[src/design/assert_macros.svh]
// assertion macros used by the top-level design file
`ifndef ASSERT_MACROS_SVH
`define ASSERT_MACROS_SVH

// property checked on every clock edge outside reset
`define ASSERT_CLK(label, clk, rst, prop, msg) \
  label: assert property (@(posedge clk) disable iff (rst) (prop)) else $error(msg);

// property checked on every clock edge, reset included
`define ASSERT_ALWAYS(label, clk, prop, msg) \
  label: assert property (@(posedge clk) (prop)) else $error(msg);

`endif

[src/design/rnl_pkg.sv]
// package for the rectangle nesting block: sizes, state and cell control types
package rnl_pkg;

  localparam int MAX_RECTS_DEF = 1024;
  localparam int SIDE_BITS_DEF = 16;
  localparam int IN_SIDE_W = 16;
  localparam int CHAIN_W = 11;
  localparam int IN_DATA_W = 32;
  localparam int OUT_DATA_W = 16;

  typedef enum logic [1:0] {
    ST_LOAD,
    ST_DRAIN,
    ST_COUNT,
    ST_OUT
  } state_t;

  typedef struct packed {
    logic insert;
    logic shift;
  } cell_ctrl_t;

endpackage

[src/design/rnl_lis_cell.sv]
// one cell of the chain row: smallest tail short side of a chain of its length
module rnl_lis_cell import rnl_pkg::*; #(
  parameter int SW = SIDE_BITS_DEF
) (
  input  logic          clk,
  input  logic          rst,
  input  cell_ctrl_t    ctrl,
  input  logic [SW-1:0] x,
  input  logic          left_gt,
  input  logic [SW-1:0] right_t,
  input  logic          right_valid,
  output logic [SW-1:0] cur_t,
  output logic          valid,
  output logic          gt
);

  assign gt = !valid || (cur_t > x);

  always_ff @(posedge clk) begin
    if (rst) begin
      valid <= 1'b0;
    end else if (ctrl.shift) begin
      valid <= right_valid;
    end else if (ctrl.insert && gt && !left_gt) begin
      valid <= 1'b1;
    end
  end

  always_ff @(posedge clk) begin
    if (ctrl.shift) begin
      cur_t <= right_t;
    end else if (ctrl.insert && gt && !left_gt) begin
      cur_t <= x;
    end
  end

endmodule

[config.mk]
export PLATFORM = sky130hd
export DESIGN_NAME = rnl_lis_cell
export DESIGN_NICKNAME = d
export VERILOG_FILES = /design/src/design/assert_macros.svh /design/src/design/rnl_pkg.sv /design/src/design/rnl_lis_cell.sv
export SDC_FILE = /design/constraint.sdc
export NUM_CORES = 1
export LEC_CHECK = 0
export BUFFER_PORTS_ARGS = -buffer_cell sky130_fd_sc_hd__buf_4
export CORE_MARGIN = 4
export CORE_UTILIZATION = 40
export DETAILED_ROUTE_END_ITERATION = 12
export MAX_ROUTING_LAYER = met4
export PLACE_DENSITY = 0.73
export SYNTH_ARGS = -nofsm -noshare
export SYNTH_HDL_FRONTEND = slang
export SYNTH_SLANG_ARGS = --single-unit
[constraint.sdc]
create_clock -name clk -period 2 [get_ports clk]
set_clock_uncertainty 0.05 [all_clocks]
set_input_delay 0.1 -clock clk [delete_from_list [all_inputs] [get_ports clk]]
set_output_delay 0.1 -clock clk [all_outputs]
set_load 0.005 [all_outputs]
==> results.cfg <==
[layout]
mostFrequentLayoutCells = 56 x buf_4, 17 x nand2_1, 16 x o21ai_0, 16 x inv_1, 16 x edfxtp_1
layout.nets = 229
final_common_cell = buf_4
area.growth.synth_to_final_pct = 53.90
final_cell_area_um2 = 1704
final-instance-count-excl-fill = 204
drive_gt1_share_pct = 41.95
number_of_fill_cells = 215
num_antenna_cells = 0

[clocking]
clock_sink_count = 17
tritoncts.num_buffers = 3
clock_latency_ns = 0.29
tritoncts = yes
ctsLongestPathBuffers = 2
cts.root.buffer_cell = clkbuf_4
clk_pin_slew_worst_paths_ns = 0.10
htree_levels = 1

[pwr]
powerDensity_nw_per_um2 = 540.1
vdd_drop_max_mv = 0.4366
sequentialPowerShare_pct = 48.9
comb_power_share_pct = 30.6
power.share.clock_pct = 20.5
cellLeakagePower_nw = 0.7989
internal_power_w = 0.0006661
switching_power_w = 0.0002544
total_power_w = 0.0009205
sw_frac_of_total_pct = 27.63

[setup_path]
ff2ff_setup_slack_ns = -0.16
crit_path_start = cur_t[15]
type_of_origin_of_the_critical_path = register
worst_setup_ep = gt
rr_startpoint = cur_t[15]
r2r_end = cur_t[10]
cp.arrival_ns = 2.02
reg2regPathDepth = 7
setup.worst_path.class = register to primary output
crit_path_end_kind = primary output
maximum_fanout_along_the_worst_path = 4
cp_data_required_time_ns = 1.85

[routing]
drt-total-wl_um = 2874
routed_wire_length_per_instance_um = 14.09
route.detailed.vias_per_inst = 5.025
postRouteAntennaNets = 0
post-route-drc-count = 0
drt_first_pass_iters = 4
detail_route.iter0.violations = 12
num_vias = 1025

[synth]
synth-edff-count = 16
avgSynthCellArea_um2 = 9.629
mappedNetlistNets = 169
synth_seq_cells = 17
synthesis.area_um2 = 1107
post_synth_main_area_contributors = edfxtp_1 43%, ha_1 18%, o21ai_0 7.2%
synthDominantCellAreaShare_pct = 43.39
post_synth_inst_count = 115
number_of_unique_standard_cell_types_used_by_synthesis = 24
yosys.area.top_type = edfxtp_1
synth_flop_cell = edfxtp_1
yosysWarnings = 0
ys_seq_area_share_pct = 45.20
synthArstFlopShare_pct = 0

[global_routing]
antenna_found_initial = 0
globalRoute.totalOverflow = 0
grt_first_pass_wirelength_um = 4836
grt_use_total_pct = 17.85
grt_pass1_vias = 1072
grt_max_degree = 36

[timing]
max_slew_margin_pct = 76.93
fin_ws_ns = -0.1657
final-hold-violation-count = 0
timing.hold.ws_ns = 0.01898
period_minus_slack_ns = 2.166
fmax_mhz = 461.7
drv_slew = 0
min_period_over_period_pct = 108.3
grt_setup_unrepaired = yes
setup-violations-final = 17
worstMarginPinSlew_ns = 0.3453

[floorplanning]
core.rowCount = 18
die_height_um = 60.62
io_pins = 56
floorplan.die.width_um = 60.62
initial_util_pct = 43.13
core_region_area_um2 = 2567
die_area_um2 = 3674

[placement]
routabilityCongestion = 0.7975
place.detailed.hpwl_um = 2250
postPlaceCellArea_um2 = 1613
port_buffers = 55
dpl.cell_count = 197

[hold_path]
worst_hold_path_type = input pin to register

[outcome]
violations = negative setup slack
status = finished, violations left

[job]
timing.max_cap.violations = 0
-- flip-flops by register name (all words and copies together), names as in the netlist --
name and flops:
valid 1, cur_t 16
-- cells in the mapped netlist (2+ instances only) --
cell / instances
nor2_1: 4
inv_1: 16
nand4_1: 3
edfxtp_1: 16
a21o_1: 2
a21oi_1: 5
nand2_1: 17
clkbuf_1: 4
nor2b_1: 3
o21ai_0: 16
ha_1: 16
-- final cells by class --
type / count / area [um2] / area share, %
multi-input cells: 79 / 638.1 / 37.45
flip-flops and latches: 17 / 500.5 / 29.37
repair buffers: 58 / 441.7 / 25.92
inverters: 16 / 60.06 / 3.524
well taps: 30 / 37.54 / 2.203
clock buffers: 4 / 26.28 / 1.542
-- worst min path at each step --
stage | slack (ns) | start | depth (start not counted) | to
3_3_place_gp | 0.21 | rst | 2 | valid
6_report | 0.02 | right_valid | 3 | valid
5_1_grt | 0.04 | right_t[3] | 3 | cur_t[3]
2_1_floorplan | 0.12 | rst | 1 | valid
4_1_cts | 0.01 | right_valid | 3 | valid
3_5_place_dp | 0.22 | rst | 2 | valid
-- per-stage QoR --
stage	worst slack [ns]	utilization [%]	setup TNS [ns]
after floorplan	-0.009630	-	-0.1541
after global placement	-0.04720	62.82	-0.7492
after detailed placement	-0.1210	62.82	-1.928
after CTS	-0.1641	66.23	-2.650
after global routing	-0.2635	66.37	-4.260
final	-0.1657	66.37	-2.726
-- kinds of logic after synthesis --
logic type	synth area share, %
fa+ha+maj	18.08
flops	45.20
mux	1.017
buf+inv	6.779
compound gates	15.82
simple gates	13.11
-- power groups by stage --
| stage | logic (W) | registers, W | clock network (W) |
|---|---|---|---|
| 2_1_floorplan | 0.000122 | 0.000456 | 0 |
| 3_3_place_gp | 0.000252 | 0.000455 | 0 |
| 3_5_place_dp | 0.000258 | 0.000458 | 0 |
| 4_1_cts | 0.000282 | 0.000450 | 0.000197 |
| 5_1_grt | 0.000315 | 0.000455 | 0.000209 |
| 6_report | 0.000281 | 0.000450 | 0.000189 |
-- what timing repair did --
item,in CTS,in global routing
buffers inserted,1,0
hold buffers,1,0
gates cloned,1,0
gates resized for setup,5,1
hold endpoints to repair,1,0
endpoints found under the setup margin,17,17
-- worst max-delay path, stage by stage, from the launching register on --
cell,delay (ns)
edfxtp_1,0.45
ha_4,0.26
nand4_4,0.11
o21ai_1,0.08
a311o_1,0.32
o31a_1,0.26
buf_4,0.14
buf_6,0.10
-- routing by layer --
layer,vias up,GRT usage (%),part of all wire (%),routed length [um]
met5,-,-,0,0
met4,0,3.715,0.80,23
met3,4,2.553,4.6,131
met2,29,30.99,52,1482
met1,464,22.00,43,1236
li1,528,-,-,-
(Power assumes the default switching activity.)
