File: config.mk
export PLATFORM = sky130hd
export DESIGN_NAME = rnl_sort_cell
export DESIGN_NICKNAME = d
export VERILOG_FILES = /design/src/design/assert_macros.svh /design/src/design/rnl_pkg.sv /design/src/design/rnl_sort_cell.sv
export SDC_FILE = /design/constraint.sdc
export NUM_CORES = 1
export LEC_CHECK = 0
export ABC_AREA = 1
export ABC_CLOCK_PERIOD_IN_PS = 2600
export BUFFER_PORTS_ARGS = -buffer_cell sky130_fd_sc_hd__buf_2
export CAP_MARGIN = 10
export CORE_MARGIN = 3
export CORE_UTILIZATION = 46
export CTS_CLUSTER_SIZE = 12
export DETAILED_ROUTE_END_ITERATION = 10
export HOLD_SLACK_MARGIN = 0.08
export PLACE_DENSITY = 0.82
export SLEW_MARGIN = 30
export SYNTH_ARGS = -nofsm -noshare
export SYNTH_HDL_FRONTEND = slang
export SYNTH_SLANG_ARGS = --single-unit
File: constraint.sdc
create_clock -name clk -period 2.6 [get_ports clk]
set_input_delay 0 -clock clk [delete_from_list [all_inputs] [get_ports clk]]
set_output_delay 0 -clock clk [all_outputs]
set_load 0.03 [all_outputs]
File: src/design/assert_macros.svh
// assertion macros used by the top-level design file
`ifndef ASSERT_MACROS_SVH
`define ASSERT_MACROS_SVH

// property checked on every clock edge outside reset
`define ASSERT_CLK(label, clk, rst, prop, msg) \
  label: assert property (@(posedge clk) disable iff (rst) (prop)) else $error(msg);

// property checked on every clock edge, reset included
`define ASSERT_ALWAYS(label, clk, prop, msg) \
  label: assert property (@(posedge clk) (prop)) else $error(msg);

`endif

File: src/design/rnl_pkg.sv
// package for the rectangle nesting block: sizes, state and cell control types
package rnl_pkg;

  localparam int MAX_RECTS_DEF = 1024;
  localparam int SIDE_BITS_DEF = 16;
  localparam int IN_SIDE_W = 16;
  localparam int CHAIN_W = 11;
  localparam int IN_DATA_W = 32;
  localparam int OUT_DATA_W = 16;

  typedef enum logic [1:0] {
    ST_LOAD,
    ST_DRAIN,
    ST_COUNT,
    ST_OUT
  } state_t;

  typedef struct packed {
    logic insert;
    logic shift;
  } cell_ctrl_t;

endpackage

File: src/design/rnl_sort_cell.sv
// one cell of the sorting row: holds a rectangle in lexicographic order
module rnl_sort_cell import rnl_pkg::*; #(
  parameter int SW = SIDE_BITS_DEF
) (
  input  logic          clk,
  input  logic          rst,
  input  cell_ctrl_t    ctrl,
  input  logic [SW-1:0] new_l,
  input  logic [SW-1:0] new_s,
  input  logic [SW-1:0] left_l,
  input  logic [SW-1:0] left_s,
  input  logic          left_valid,
  input  logic          left_gt,
  input  logic [SW-1:0] right_l,
  input  logic [SW-1:0] right_s,
  input  logic          right_valid,
  output logic [SW-1:0] cur_l,
  output logic [SW-1:0] cur_s,
  output logic          valid,
  output logic          gt
);

  // empty cells count as larger than any rectangle
  assign gt = !valid || (cur_l > new_l) || ((cur_l == new_l) && (cur_s > new_s));

  always_ff @(posedge clk) begin
    if (rst) begin
      valid <= 1'b0;
    end else if (ctrl.shift) begin
      valid <= right_valid;
    end else if (ctrl.insert && gt) begin
      valid <= left_gt ? left_valid : 1'b1;
    end
  end

  always_ff @(posedge clk) begin
    if (ctrl.shift) begin
      cur_l <= right_l;
      cur_s <= right_s;
    end else if (ctrl.insert && gt) begin
      cur_l <= left_gt ? left_l : new_l;
      cur_s <= left_gt ? left_s : new_s;
    end
  end

endmodule

==> flow_summary.yaml <==
route:
  drt-vias-per-instance: 4.99
  drt_wl_total_um: 7800
  drc: 0
  vias: 2778
  firstDrtPassIters: 5
  drtIter0Drc: 141
  wl_per_cell_um: 14.0
  ant_nets: 0
synth:
  yosys.area.top_type_share: 0.376
  syn-num-nets: 451
  synth-async-reset-ratio: 0
  synth.area.top_cells: "edfxtp_1 (38%), ha_1 (16%), nand2_1 (10%), a21oi_1 (10%), inv_1 (5.7%)"
  yosysWarningCount: 0
  ys_seq_area_frac: 0.384
  synthCells: 316
  synth_enable_flop_cells: 32
  yosys.area.top_type: "edfxtp_1"
  synthesis.area_um2: 2550
  avgSynthCellArea_um2: 8.08
  netlist_top_cells_count: "nand2_1 (71), a21oi_1 (53), inv_1 (39)"
  synth.most_common_cell: "nand2_1"
  ys_ff_latch: 33
  synth_cell_types: 25
  synth_flop_cell: "edfxtp_1"
cts:
  tritoncts: "yes"
  clk-insertion-delay-late_ns: 0.28
  clkTransAtPathRegs_ns: 0.07
  cts_resized: 0
  hold_buffers: 36
  clockRootBuffer: "clkbuf_8"
  cts_sinks: 33
  cts_max_level: 2
  post_cts_buffers: 0
  clock_path_buffers: 2
  cts_buffers: 5
critical_path:
  critPathBufInv: 1
  crit_fanout: 25
  slowest_delay_ns: 0.40
  start_kind: "flop"
  rr_startpoint: "cur_l[7]$_DFFE_PP_"
  cp_top_family: "simple AND/OR/NAND/NOR gates"
  cp_common_cell: "nand2_1"
  arrival_ns: 2.14
  critical_path.startpoint: "cur_l[7]$_DFFE_PP_"
  crit_required_ns: 2.58
  critPathCaptureType: "flop"
  cp_cell_sequence: "ha_1 > nand2_1 > nor2_2 > nand2_1 > nor2_1 > nand2_1 > nor2_1 > nand2_1 > nand3_2 > nand2_2 > nand2_2 > buf_12"
  worstSetupPathType: "flop to flop"
  cp_slowest_cell: "edfxtp_1"
  reg2reg_slack_ns: 0.44
global_route:
  gr-usage-met1: 0.283
  grt_pass1_vias: 2761
  grt_max_degree: 31
  use_met2: 0.444
  gr-usage-met3: 0.0482
  grt-ovfl-total: 0
  antenna_found_initial: 0
  grtUsageTotal: 0.241
  top_usage_layer: "met2"
  grt_pass1_wl_um: 12100
cells_and_area:
  multi_input_area_um2: 1350
  syn_to_final_growth_pct: 46.8
  final_layout_size_suffix_gt1_frac: 0.324
  insertedDiodeCount: 0
  utilization: 0.716
  nets: 621
  seq_area_um2: 981
  fillerInstances: 429
timing:
  finalSetupViolations: 0
  fin_ws_ns: 0.437
  final.setup_skew_ns: 0.00630
  hold_viol_final: 0
  worst_slew_pin_slew_ns: 0.538
  slew_violations: 0
  fin_crit_sh: 0.832
  fmax_mhz: 462
  tns_ns: 0
  period_needed_ns: 2.16
  rsz0062_at_grt: "no"
  max-slew-margin-rel: 0.642
job:
  max_cap_viol_count: 0
floorplanning:
  ios: 137
  die_w_um: 80.5
  initial_core_util: 0.488
  core-area_um2: 5240
  die_y_um: 80.5
  dieArea_um2: 6480
  rows: 26
place:
  gp_congestion: 0.792
  dp_slack_ns: 0.440
  hpwl_um: 5650
  place.port_buffers: 136
power:
  peakVddDrop_uv: 307
  leakage_nw: 1.91
  p_per_area_nw_per_um2: 450
min_path:
  hp-class: "input port to flop"
  hold_path_startpoint: "left_s[7]"
run_status:
  status: "completed"
## power by group
group / switching (mW) / internal, mW / leakage, nW
Clock: 0.185 / 0.216 / 0.0455
Sequential: 0.0292 / 0.651 / 0.328
Combinational: 0.355 / 0.250 / 1.54
## registers in the layout, indices dropped and copies added, names as in the netlist
| name | count |
|---|---|
| valid | 1 |
| cur_s | 16 |
| cur_l | 16 |
## metal layers
layer  up-vias  wire length (µm)
li1       1408                 -
met1      1253              3140
met2       110              4050
met3         7               528
met4         0                76
met5         -                 0
## final cells by class
type                    count  share of cell area
multi-input cells         227               0.359
repair buffers            176               0.289
flip-flops and latches     33               0.262
inverters                  43              0.0430
clock buffers               8              0.0240
well taps                  70              0.0234
## cells by family after synthesis
logic type      after synthesis  synth area share
fa+ha+maj                    32             0.157
buf+inv                      56            0.0887
compound gates               85             0.195
flops                        33             0.384
simple gates                110             0.175
## metrics by stage
| stage | power (mW) | hold slack [ns] | cells | cell area (µm²) |
|---|---|---|---|---|
| 2_1_floorplan | 1.04 | 0.159 | 316 | 2550 |
| 3_3_place_gp | 1.23 | 0.269 | 513 | 3300 |
| 3_5_place_dp | 1.25 | 0.271 | 513 | 3300 |
| 4_1_cts | 1.69 | 0.0817 | 557 | 3750 |
| 5_1_grt | 1.79 | 0.0899 | 557 | 3750 |
| 6_report | 1.69 | 0.0861 | 557 | 3750 |
## path summary, 6_finish.rpt
kind,to,cells after the start
worst max-delay path,cur_l[14]$_DFFE_PP_,12
worst min-delay path,cur_s[7]$_DFFE_PP_,3
worst max register to register,cur_l[14]$_DFFE_PP_,12
worst min register to register,valid$_SDFFE_PP0P_,3
## layout by cell type, fill, tap and decap left out, types with 2 or more instances in the layout
cell           instances
nor2_1                28
nand2_2                2
o211ai_1              13
clkbuf_1               2
a21oi_1               53
nand4_1                2
inv_1                 39
buf_4                  3
nor2_2                 3
edfxtp_1              32
ha_1                  32
o21ai_0                2
buf_2                136
clkbuf_8               6
inv_2                  4
dlygate4sd3_1         36
o21a_1                14
nand2_1               71
## worst register-to-register path: cells and delay by family, from the launching register on
kind | cells | cell delay (ns)
and+or+nand+nor | 10 | 0.92
buffers and inverters | 1 | 0.22
adders and majority gates | 1 | 0.31
DFF | 1 | 0.40
(Power assumes the default switching activity.)
